===== src/hdl/fcc_pkg.sv =====
// Package for the floor and ceiling texel caster.
// Holds item structs, screen and texture constants and the divide-by-five step.
// No dependencies.
`default_nettype none

package fcc_pkg;

  // Screen and texture geometry
  localparam int SCREEN_W     = 640;
  localparam int SCREEN_H     = 480;
  localparam int HALF_H       = SCREEN_H / 2;
  localparam int TEX_BITS     = 6;
  localparam int ADDR_W       = 12;
  localparam int FRAC_BITS    = 16;
  localparam int DIST_W       = 24;
  // 640 << 16 = 5 << 23: floor shift, then floor divide by five
  localparam int DEN_SHIFT    = FRAC_BITS + 7;
  localparam int MAP_MARGIN_X = 20;
  localparam int MAP_MARGIN_Y = 21;
  localparam logic [31:0] DIM_MASK = 32'h007F_7F7F;

  localparam logic KIND_LOAD   = 1'b0;
  localparam logic KIND_RENDER = 1'b1;
  localparam logic SEL_CEILING = 1'b1;

  typedef enum logic [2:0] {
    CFG_HERO_X   = 3'd0,
    CFG_HERO_Y   = 3'd1,
    CFG_DIR_X    = 3'd2,
    CFG_DIR_Y    = 3'd3,
    CFG_PLANE_X  = 3'd4,
    CFG_PLANE_Y  = 3'd5,
    CFG_MAP_W    = 3'd6,
    CFG_MAP_H    = 3'd7
  } cfg_index_t;

  typedef struct packed {
    logic        kind;
    logic        tex_select;
    logic [11:0] texel_index;
    logic [31:0] texel_value;
    logic [9:0]  pixel_x;
    logic [8:0]  pixel_y;
  } in_item_t;

  typedef struct packed {
    logic [9:0]  out_x;
    logic [8:0]  floor_row;
    logic [8:0]  ceiling_row;
    logic [31:0] floor_color;
    logic [31:0] ceiling_color;
  } out_item_t;

  // Fields that ride alongside the address math
  typedef struct packed {
    logic        is_load;
    logic        tex_select;
    logic [11:0] texel_index;
    logic [31:0] texel_value;
    logic [9:0]  x;
    logic [8:0]  y;
    logic        dim;
  } side_t;

  // Eight restoring steps of a divide by five, MSB first: {quotient bits, remainder}
  function automatic logic [10:0] div5_step8(input logic [2:0] rem_in, input logic [7:0] bits);
    logic [3:0] r;
    logic [7:0] q;
    logic [2:0] rr;
    rr = rem_in;
    q  = '0;
    for (int i = 7; i >= 0; i--) begin
      r = {rr, bits[i]};
      if (r >= 4'd5) begin
        r    = r - 4'd5;
        q[i] = 1'b1;
      end
      rr = r[2:0];
    end
    return {q, rr};
  endfunction

endpackage

`default_nettype wire


===== src/hdl/fcc_axis.sv =====
// World position and texel coordinate along one axis, nine register stages.
// Depends on fcc_pkg; all stages advance on en.
`default_nettype none

module fcc_axis
  import fcc_pkg::*;
(
  input  wire logic                 clk,
  input  wire logic                 en,
  input  wire logic [DIST_W-1:0]    row_dist,
  input  wire logic [9:0]           x,
  input  wire logic signed [32:0]   start,
  input  wire logic signed [32:0]   diff,
  input  wire logic signed [31:0]   hero,
  output logic [TEX_BITS-1:0]       tex
);

  // Stage A: start*640 + x*diff
  logic signed [43:0] a_r, a_nxt;
  logic [DIST_W-1:0]  dist_a_r;
  always_comb begin
    a_nxt = (44'(start) <<< 9) + (44'(start) <<< 7) + $signed({1'b0, x}) * diff;
  end
  always_ff @(posedge clk) begin
    if (en) begin
      a_r      <= a_nxt;
      dist_a_r <= row_dist;
    end
  end

  // Stage M: row distance times the two halves of A
  logic [45:0]        pl_r;
  logic signed [46:0] ph_r;
  always_ff @(posedge clk) begin
    if (en) begin
      pl_r <= dist_a_r * a_r[21:0];
      ph_r <= $signed({1'b0, dist_a_r}) * $signed(a_r[43:22]);
    end
  end

  // Stage N: wrapped 64-bit numerator, floor shift, fold sign
  logic [63:0] num;
  logic [39:0] n_r;
  logic        neg_r;
  always_comb begin
    num = 64'(pl_r) + (64'(ph_r) << 22);
  end
  always_ff @(posedge clk) begin
    if (en) begin
      neg_r <= num[63];
      n_r   <= num[63] ? ~num[62:DEN_SHIFT] : num[62:DEN_SHIFT];
    end
  end

  // Stages D0..D4: divide by five, one byte per stage
  logic [39:0] dn_r  [0:5];
  logic [39:0] dq_r  [0:5];
  logic [2:0]  drm_r [0:5];
  logic        dng_r [0:5];
  always_comb begin
    dn_r[0]  = n_r;
    dq_r[0]  = '0;
    drm_r[0] = '0;
    dng_r[0] = neg_r;
  end
  for (genvar k = 0; k < 5; k++) begin : g_div
    logic [10:0] st;
    assign st = div5_step8(drm_r[k], dn_r[k][39-8*k -: 8]);
    always_ff @(posedge clk) begin
      if (en) begin
        dn_r[k+1]  <= dn_r[k];
        dq_r[k+1]  <= {dq_r[k][31:0], st[10:3]};
        drm_r[k+1] <= st[2:0];
        dng_r[k+1] <= dng_r[k];
      end
    end
  end

  // Stage P: add viewer position, truncate toward zero, mask
  localparam int LSB = FRAC_BITS - TEX_BITS;
  localparam int SGN = 63 - TEX_BITS;
  logic signed [40:0]   fl;
  logic [SGN:0]         pos;
  logic [TEX_BITS-1:0]  tex_r;
  always_comb begin
    fl  = dng_r[5] ? ~$signed({1'b0, dq_r[5]}) : $signed({1'b0, dq_r[5]});
    pos = (SGN+1)'(hero) + (SGN+1)'(fl);
  end
  always_ff @(posedge clk) begin
    if (en) begin
      tex_r <= pos[FRAC_BITS-1:LSB] + TEX_BITS'(pos[SGN] && (pos[LSB-1:0] != '0));
    end
  end
  assign tex = tex_r;

endmodule

`default_nettype wire


===== config.mk =====
export PLATFORM = sky130hd
export DESIGN_NAME = fcc_axis
export DESIGN_NICKNAME = d
export VERILOG_FILES = /design/src/hdl/fcc_pkg.sv /design/src/hdl/fcc_axis.sv
export SDC_FILE = /design/constraint.sdc
export NUM_CORES = 2
export LEC_CHECK = 0
export ABC_AREA = 1
export BUFFER_PORTS_ARGS = -buffer_cell sky130_fd_sc_hd__buf_4
export CORE_MARGIN = 2
export CORE_UTILIZATION = 45
export CTS_CLUSTER_DIAMETER = 50
export DETAILED_ROUTE_END_ITERATION = 10
export GPL_TIMING_DRIVEN = 0
export PLACE_DENSITY = 0.57
export SYNTH_ARGS = -nofsm -noshare
export SYNTH_HDL_FRONTEND = slang
export SYNTH_SLANG_ARGS = --single-unit

===== constraint.sdc =====
create_clock -name clk -period 9.2 [get_ports clk]
set_input_delay 1.84 -clock clk [delete_from_list [all_inputs] [get_ports clk]]
set_output_delay 1.84 -clock clk [all_outputs]
set_load 0.02 [all_outputs]

; ---- Yosys cells after proc, flatten, opt, wreduce, memory -nomap -nowiden
; Index checks and enable logic that the tools add are counted.
[op_classes]
addsub = 44
magnitude_cmp = 40
n_mux = 81
reduce_logical = 2
bitwise = 2
mul = 3
[ops]
columns = cell, count
row1 = "4-bit by 3-bit >= comparator with 1-bit output, second input constant", 39
row2 = 3-bit two-way mux, 39
row3 = "3-bit subtractor, second input constant", 38
row4 = 46-bit by 64-bit adder with 64-bit output, 1
row5 = 24-bit by 22-bit multiplier with 46-bit output, 1
row6 = 43-bit by 44-bit adder with 44-bit output, 1
row7 = 11-bit by 33-bit multiplier with 44-bit output, 1
row8 = 42-bit by 40-bit adder with 43-bit output, 1
row9 = 32-bit by 41-bit adder with 42-bit output, 1
row10 = 25-bit by 22-bit multiplier with 42-bit output, 1
row11 = 41-bit two-way mux, 1
row12 = 40-bit NOT with 41-bit output, 1
row13 = 1-bit two-way mux, 40
row14 = 40-bit two-way mux, 1
row15 = 40-bit NOT, 1
row16 = 10-bit nonzero test, 1
row17 = 6-bit by 1-bit adder with 6-bit output, 1
row18 = "1-bit by 3-bit >= comparator with 1-bit output, second input constant", 1
row19 = "1-bit by 3-bit subtractor with 3-bit output, second input constant", 1
row20 = 1-bit logical AND, 1
[totals]
word_cells = 197
ff_bits = 420
inputBits = 134
output_inout_bits = 6

; ---- Logic depth before layout (Yosys ltp)
[logic_depth]
word_depth = 16
mapped_depth = 58
ltp_nobuf = 58

; ---- Least setup slack after synthesis
; No wires, ideal clock.
[synth_timing]
kind = input port to flip-flop
start = in x[0]
end = reg a_r[43], data pin
arrival_ps = 7032
cell_stages = 24
required_time_ps = 8936
setup_time_ps = 264
setup_slack_ps = 1904
path_cell_list = clkbuf_1 > clkbuf_1 > nand2_1 > fa_1 > inv_1 > ha_1 > inv_1 > fa_1 > inv_1 > fa_1 > inv_1 > fa_1 > inv_1 > ha_1 > nand2_1 > o21ai_0 > nor2_1 > o21ai_0 > a31oi_1 > o21ai_0 > a31oi_1 > o31ai_1 > a31oi_1 > xor2_1
[synth_between]
elab_chain_cells = 2
[synth_rtl]
columns = element, line_no
row1 = start: declaration, fcc_axis.sv:11  ; input wire logic [9:0] x,
row2 = 11-bit by 33-bit multiplier with 44-bit output, fcc_axis.sv:22  ; a_nxt = (44'(start) <<< 9) + (44'(start) <<< 7) + $signed({1'b0, x}) * diff;
row3 = 43-bit by 44-bit adder with 44-bit output, fcc_axis.sv:22
row4 = named net a_nxt[43], fcc_axis.sv:19  ; logic signed [43:0] a_r, a_nxt;
row5 = end signal: assignment, fcc_axis.sv:26  ; a_r <= a_nxt;
row6 = end: declaration, fcc_axis.sv:19
; The timed path passes the listed nets, and every way through them passes these cells.
; A chain may end at the register's enable or synchronous reset.

; ---- Final worst setup path
[layout_timing]
start = reg dist_a_r[8]
end = reg ph_r[37], data pin
[layout_between]
elab_chain_cells = 1
[layout_rtl]
columns = element, line_no
row1 = start: declaration, fcc_axis.sv:20  ; logic [DIST_W-1:0] dist_a_r;
row2 = start signal: assignment, fcc_axis.sv:27  ; dist_a_r <= row_dist;
row3 = 25-bit by 22-bit multiplier with 42-bit output, fcc_axis.sv:37  ; ph_r <= $signed({1'b0, dist_a_r}) * $signed(a_r[43:22]);
row4 = end signal: assignment, fcc_axis.sv:37
row5 = end: declaration, fcc_axis.sv:33  ; logic signed [46:0] ph_r;
; No other way between the ends.

==> results.md <==
Job:
- The max-cap check violation count is 0.

Place:
- The setup slack after placement is -234.4 ps.
- The placer congestion estimate is 1.001.
- Summed over all nets, the half-perimeter wirelength after detailed placement is 162400 um.
- The total of buffers placed on input and output ports is 96.

Cells and area:
- The synthesis-to-layout area growth is 7.487%.
- The final design utilization is 0.4882.
- For this run, the post-layout net count is 9323.
- The most common cell after layout, fill and taps aside is sky130_fd_sc_hd__inv_1.
- The fill cell total of the finished layout is 13710.
- The ratio of cells with drive above 1 in the final layout is 0.05159.
- In the layout the commonest cells are sky130_fd_sc_hd__inv_1, sky130_fd_sc_hd__nand2_1, sky130_fd_sc_hd__fa_1.

Detailed routing:
- After detailed routing, the number of vias per cell comes to 5.034.
- The count of vias placed by the detailed router is 47090.
- The routed wire length is 191800 um.
- The count of antenna-violating nets left after detailed routing is 0.
- The number of remaining DRC errors is 0.
- The first routing iteration left 3213 violations.
- The detail-routed net length per standard cell is 20.50 um.
- Before antenna repair, the detailed router went through 8 iterations.

Die:
- The floorplan step defined a die boundary enclosing 148200 sq um.
- The starting density of the core is 0.4542.
- In this run the horizontal extent of the chip is 385.0 um.
- The core region is 143800 sq um.
- The I/O pin total is 140.
- Measured along the y axis, the die boundary spans 385.0 um.
- Row generation in the floorplan step produced 139 rows.

Global route:
- The met1 usage is 0.3335.
- The met2 layer usage reported by global route is 0.4458.
- In the global route stage, met3 resource usage came out at 0.04795.
- The first-pass GRT wire length is 293100 um.
- The via count of the first global-routing pass was 49770.
- The total global-route track usage is 0.2656.
- The global routing's busiest layer is met2.
- The global-route congestion overflow total is 0.
- The largest net degree at the start of global routing is 123.
- The number of antenna violations at the first check in global routing is 22.

STA:
- The count of final hold-check violations is 0.
- Clock skew on the completed layout was measured at 56.06 ps.
- The maximum clock rate is 113.4 MHz.
- The number of failing setup endpoints in the final timing report is 0.
- Setup repair after global routing left no endpoint under its margin.
- The share of the clock period used by the worst path is 0.9583.
- The measured slew at the worst slew-check pin is 1362 ps.
- The max-slew violation count is 0.
- The tightest slew margin relative to the limit is 0.09175.
- The smallest clock period supported by the final layout is computed as 8816 ps.
- The final worst-path setup slack is 383.8 ps.

Worst setup path:
- The critical path in this run is classified as flop to flop.
- The most used cell along the critical path is sky130_fd_sc_hd__fa_1.
- The kind of capture point of the worst setup path is a flop.
- The nature of the critical path startpoint is a flop.
- The signal on the critical path passes through clkbuf_1 > nand2_1 > fa_1 > inv_1 > fa_1 > fa_1 > inv_1 > fa_1 > fa_1 > inv_1 > fa_1 > fa_1 > ha_1 > a21oi_1 > o21ai_0 > a21oi_1 > o221ai_1 > a21oi_1 > inv_1 > a31oi_1 > o21ai_0 > nand3_1 > nand2_1 > xor2_1.
- At the worst endpoint, the required time is 9590 ps.
- The data arrival time of the critical path is 9210 ps.
- The critical-path cell with the highest stage delay is sky130_fd_sc_hd__edfxtp_1.
- In this design, the stage delay of the slowest critical-path cell is 820 ps.
- The buffers plus inverters on the worst setup path is 5.
- The highest fanout seen on the critical path is 10.
- The kind of cell with the highest combined delay along the critical path is adder cells.

Logic synthesis:
- The area fraction of the dominant cell type after synthesis is 0.3742.
- The synthesized design contains 388 register bits.
- Yosys mapped a number of flops with a built-in enable equal to 388.
- Yosys attributes the largest share of cell area to sky130_fd_sc_hd__fa_1, sky130_fd_sc_hd__edfxtp_1, sky130_fd_sc_hd__inv_1.
- The post-synthesis instance total is 7258.
- The share of synthesized flip-flops with an asynchronous set or reset is 0.
- The dominant cell type by area after synthesis is sky130_fd_sc_hd__fa_1.
- The net count after synthesis is 9176.
- The predominant post-synthesis flop cell is sky130_fd_sc_hd__edfxtp_1.
- In this run the cell area of the synthesized design comes to 65330 sq um.
- During synthesis, Yosys emitted a total of 0 warnings.
- The sequential fraction of the synthesis area is 0.1784.
- In this run, distinct cell masters in the synthesized netlist total 50.
- The post-synthesis average cell area is 9.001 sq um.

Status:
- The run finished with clean final reports.

Clocking:
- The number of sinks driven by the clock tree is 388.
- The TritonCTS clock tree is done.
- The post-CTS repair timing setup buffer count is 0.
- The master cell of the clock root buffer is sky130_fd_sc_hd__clkbuf_16.
- After clock tree synthesis, the clock-pin slew on the worst setup and hold paths is 60 ps.
- The clock tree synthesis step divided the H-tree into 2 levels.
- No sink is reached through more buffers than the 3 on the longest clock path.
- In this run, CTS created clock tree buffers numbering 48.
- At the later pin of the worst-skew pair, clock insertion delay measures 670 ps.

Hold path:
- The class of the most critical hold timing path is flop to flop.
==> registers in the layout, indices dropped and copies added, names as in the netlist, 6 cells and up <==
name,cells
ph_r,42
a_r,44
dist_a_r,24
tex,6
pl_r,24
dq_r,110
dn_r,80
drm_r,12
n_r,40
==> Yosys cell counts (3+ instances only) <==
cell type	number
sky130_fd_sc_hd__o221ai_1	8
sky130_fd_sc_hd__nand4_1	20
sky130_fd_sc_hd__a221oi_1	3
sky130_fd_sc_hd__inv_1	1938
sky130_fd_sc_hd__xor2_1	199
sky130_fd_sc_hd__inv_2	8
sky130_fd_sc_hd__nor3_1	18
sky130_fd_sc_hd__or2_2	35
sky130_fd_sc_hd__fa_1	1221
sky130_fd_sc_hd__a211oi_1	5
sky130_fd_sc_hd__nor2_2	4
sky130_fd_sc_hd__nor2_1	148
sky130_fd_sc_hd__nand2_2	49
sky130_fd_sc_hd__o21ai_1	18
sky130_fd_sc_hd__o21ai_0	91
sky130_fd_sc_hd__o31ai_1	5
sky130_fd_sc_hd__xnor2_1	64
sky130_fd_sc_hd__o211ai_1	12
sky130_fd_sc_hd__nand3_4	9
sky130_fd_sc_hd__a21oi_2	3
sky130_fd_sc_hd__a31oi_1	31
sky130_fd_sc_hd__ha_1	563
sky130_fd_sc_hd__o21a_1	18
sky130_fd_sc_hd__nand2_1	1722
sky130_fd_sc_hd__clkbuf_1	257
sky130_fd_sc_hd__a21oi_1	196
sky130_fd_sc_hd__o21bai_1	9
sky130_fd_sc_hd__o2111ai_1	4
sky130_fd_sc_hd__nand3_1	98
sky130_fd_sc_hd__a21o_1	3
sky130_fd_sc_hd__o21ai_4	4
sky130_fd_sc_hd__buf_1	28
sky130_fd_sc_hd__nand3_2	24
sky130_fd_sc_hd__nor4_1	8
sky130_fd_sc_hd__edfxtp_1	388
sky130_fd_sc_hd__buf_4	3
sky130_fd_sc_hd__o21ai_2	12
sky130_fd_sc_hd__nand2_4	13
==> per-stage QoR <==
stage               cells  TNS (ps)  hold slack (ps)  area [sq um]
CTS                  9349         0            384.1         70170
global placement     9257    -242.6            400.7         68430
finish               9355         0            397.6         70220
floorplan            7258         0            400.3         65330
global route         9350         0            412.1         70200
detailed placement   9260    -345.3            404.5         68520
==> layer usage <==
layer	vias up	share of wire	wire, um
met1	23520	0.40	76850
met5	-	0.00094	180
met2	1478	0.47	90160
li1	21650	-	-
met4	24	0.057	10940
met3	418	0.071	13640
==> worst reg2reg max path, stage by stage, from the launching register on <==
cell and delay [ps]:
sky130_fd_sc_hd__edfxtp_1 820, sky130_fd_sc_hd__clkbuf_1 710, sky130_fd_sc_hd__nand2_1 170, sky130_fd_sc_hd__fa_1 530
sky130_fd_sc_hd__inv_1 60, sky130_fd_sc_hd__fa_1 490, sky130_fd_sc_hd__fa_1 520, sky130_fd_sc_hd__inv_1 60
sky130_fd_sc_hd__fa_1 490, sky130_fd_sc_hd__fa_1 540, sky130_fd_sc_hd__inv_1 60, sky130_fd_sc_hd__fa_1 500
sky130_fd_sc_hd__fa_1 420, sky130_fd_sc_hd__ha_1 340, sky130_fd_sc_hd__a21oi_1 240, sky130_fd_sc_hd__o21ai_0 160
sky130_fd_sc_hd__a21oi_1 280, sky130_fd_sc_hd__o221ai_1 230, sky130_fd_sc_hd__a21oi_1 340, sky130_fd_sc_hd__inv_1 150
sky130_fd_sc_hd__a31oi_1 510, sky130_fd_sc_hd__o21ai_0 260, sky130_fd_sc_hd__nand3_1 120, sky130_fd_sc_hd__nand2_1 60
sky130_fd_sc_hd__xor2_1 470
==> what timing repair did <==
item | CTS | global route
hold buffers | 0 | 0
endpoints found under the setup margin | 1 | 4
gates resized for setup | 16 | 51
==> cell families (layout without fill, tap and decap cells) <==
kind of cell	Yosys count	in the layout	synth area share
buf+inv	2235	2421	0.1286
simple gates	2154	2154	0.1366
fa+ha+maj	1784	1784	0.4820
flops	388	388	0.1784
compound gates	434	434	0.03919
xor+xnor	263	263	0.03526
other cells	0	8	0
==> worst paths after layout <==
check	start	to	slack (ps)	cells past startpoint
setup / recovery	dist_a_r[8]$_DFFE_PP_	ph_r[37]$_DFFE_PP_	380	24
hold / removal	dq_r[45]$_DFFE_PP_	dq_r[13]$_DFFE_PP_	400	0
setup reg to reg	dist_a_r[8]$_DFFE_PP_	ph_r[37]$_DFFE_PP_	380	24
hold reg to reg	dq_r[45]$_DFFE_PP_	dq_r[13]$_DFFE_PP_	400	0
==> layout make-up <==
cell class	instances	area, sq um	area share
clock inverter	39	427.9	0.006094
antenna	8	20.02	0.0002851
multi-input combinational	4635	45280	0.6448
tap	1903	2381	0.03391
clock buffer	50	1209	0.01721
sequential	388	11650	0.1659
buffer	287	1136	0.01618
inverter	1946	7305	0.1040
timing repair buffer	99	810.8	0.01155
Power is not shown: default switching activity piles up to over one toggle a cycle in this logic, so the estimate is an artifact.
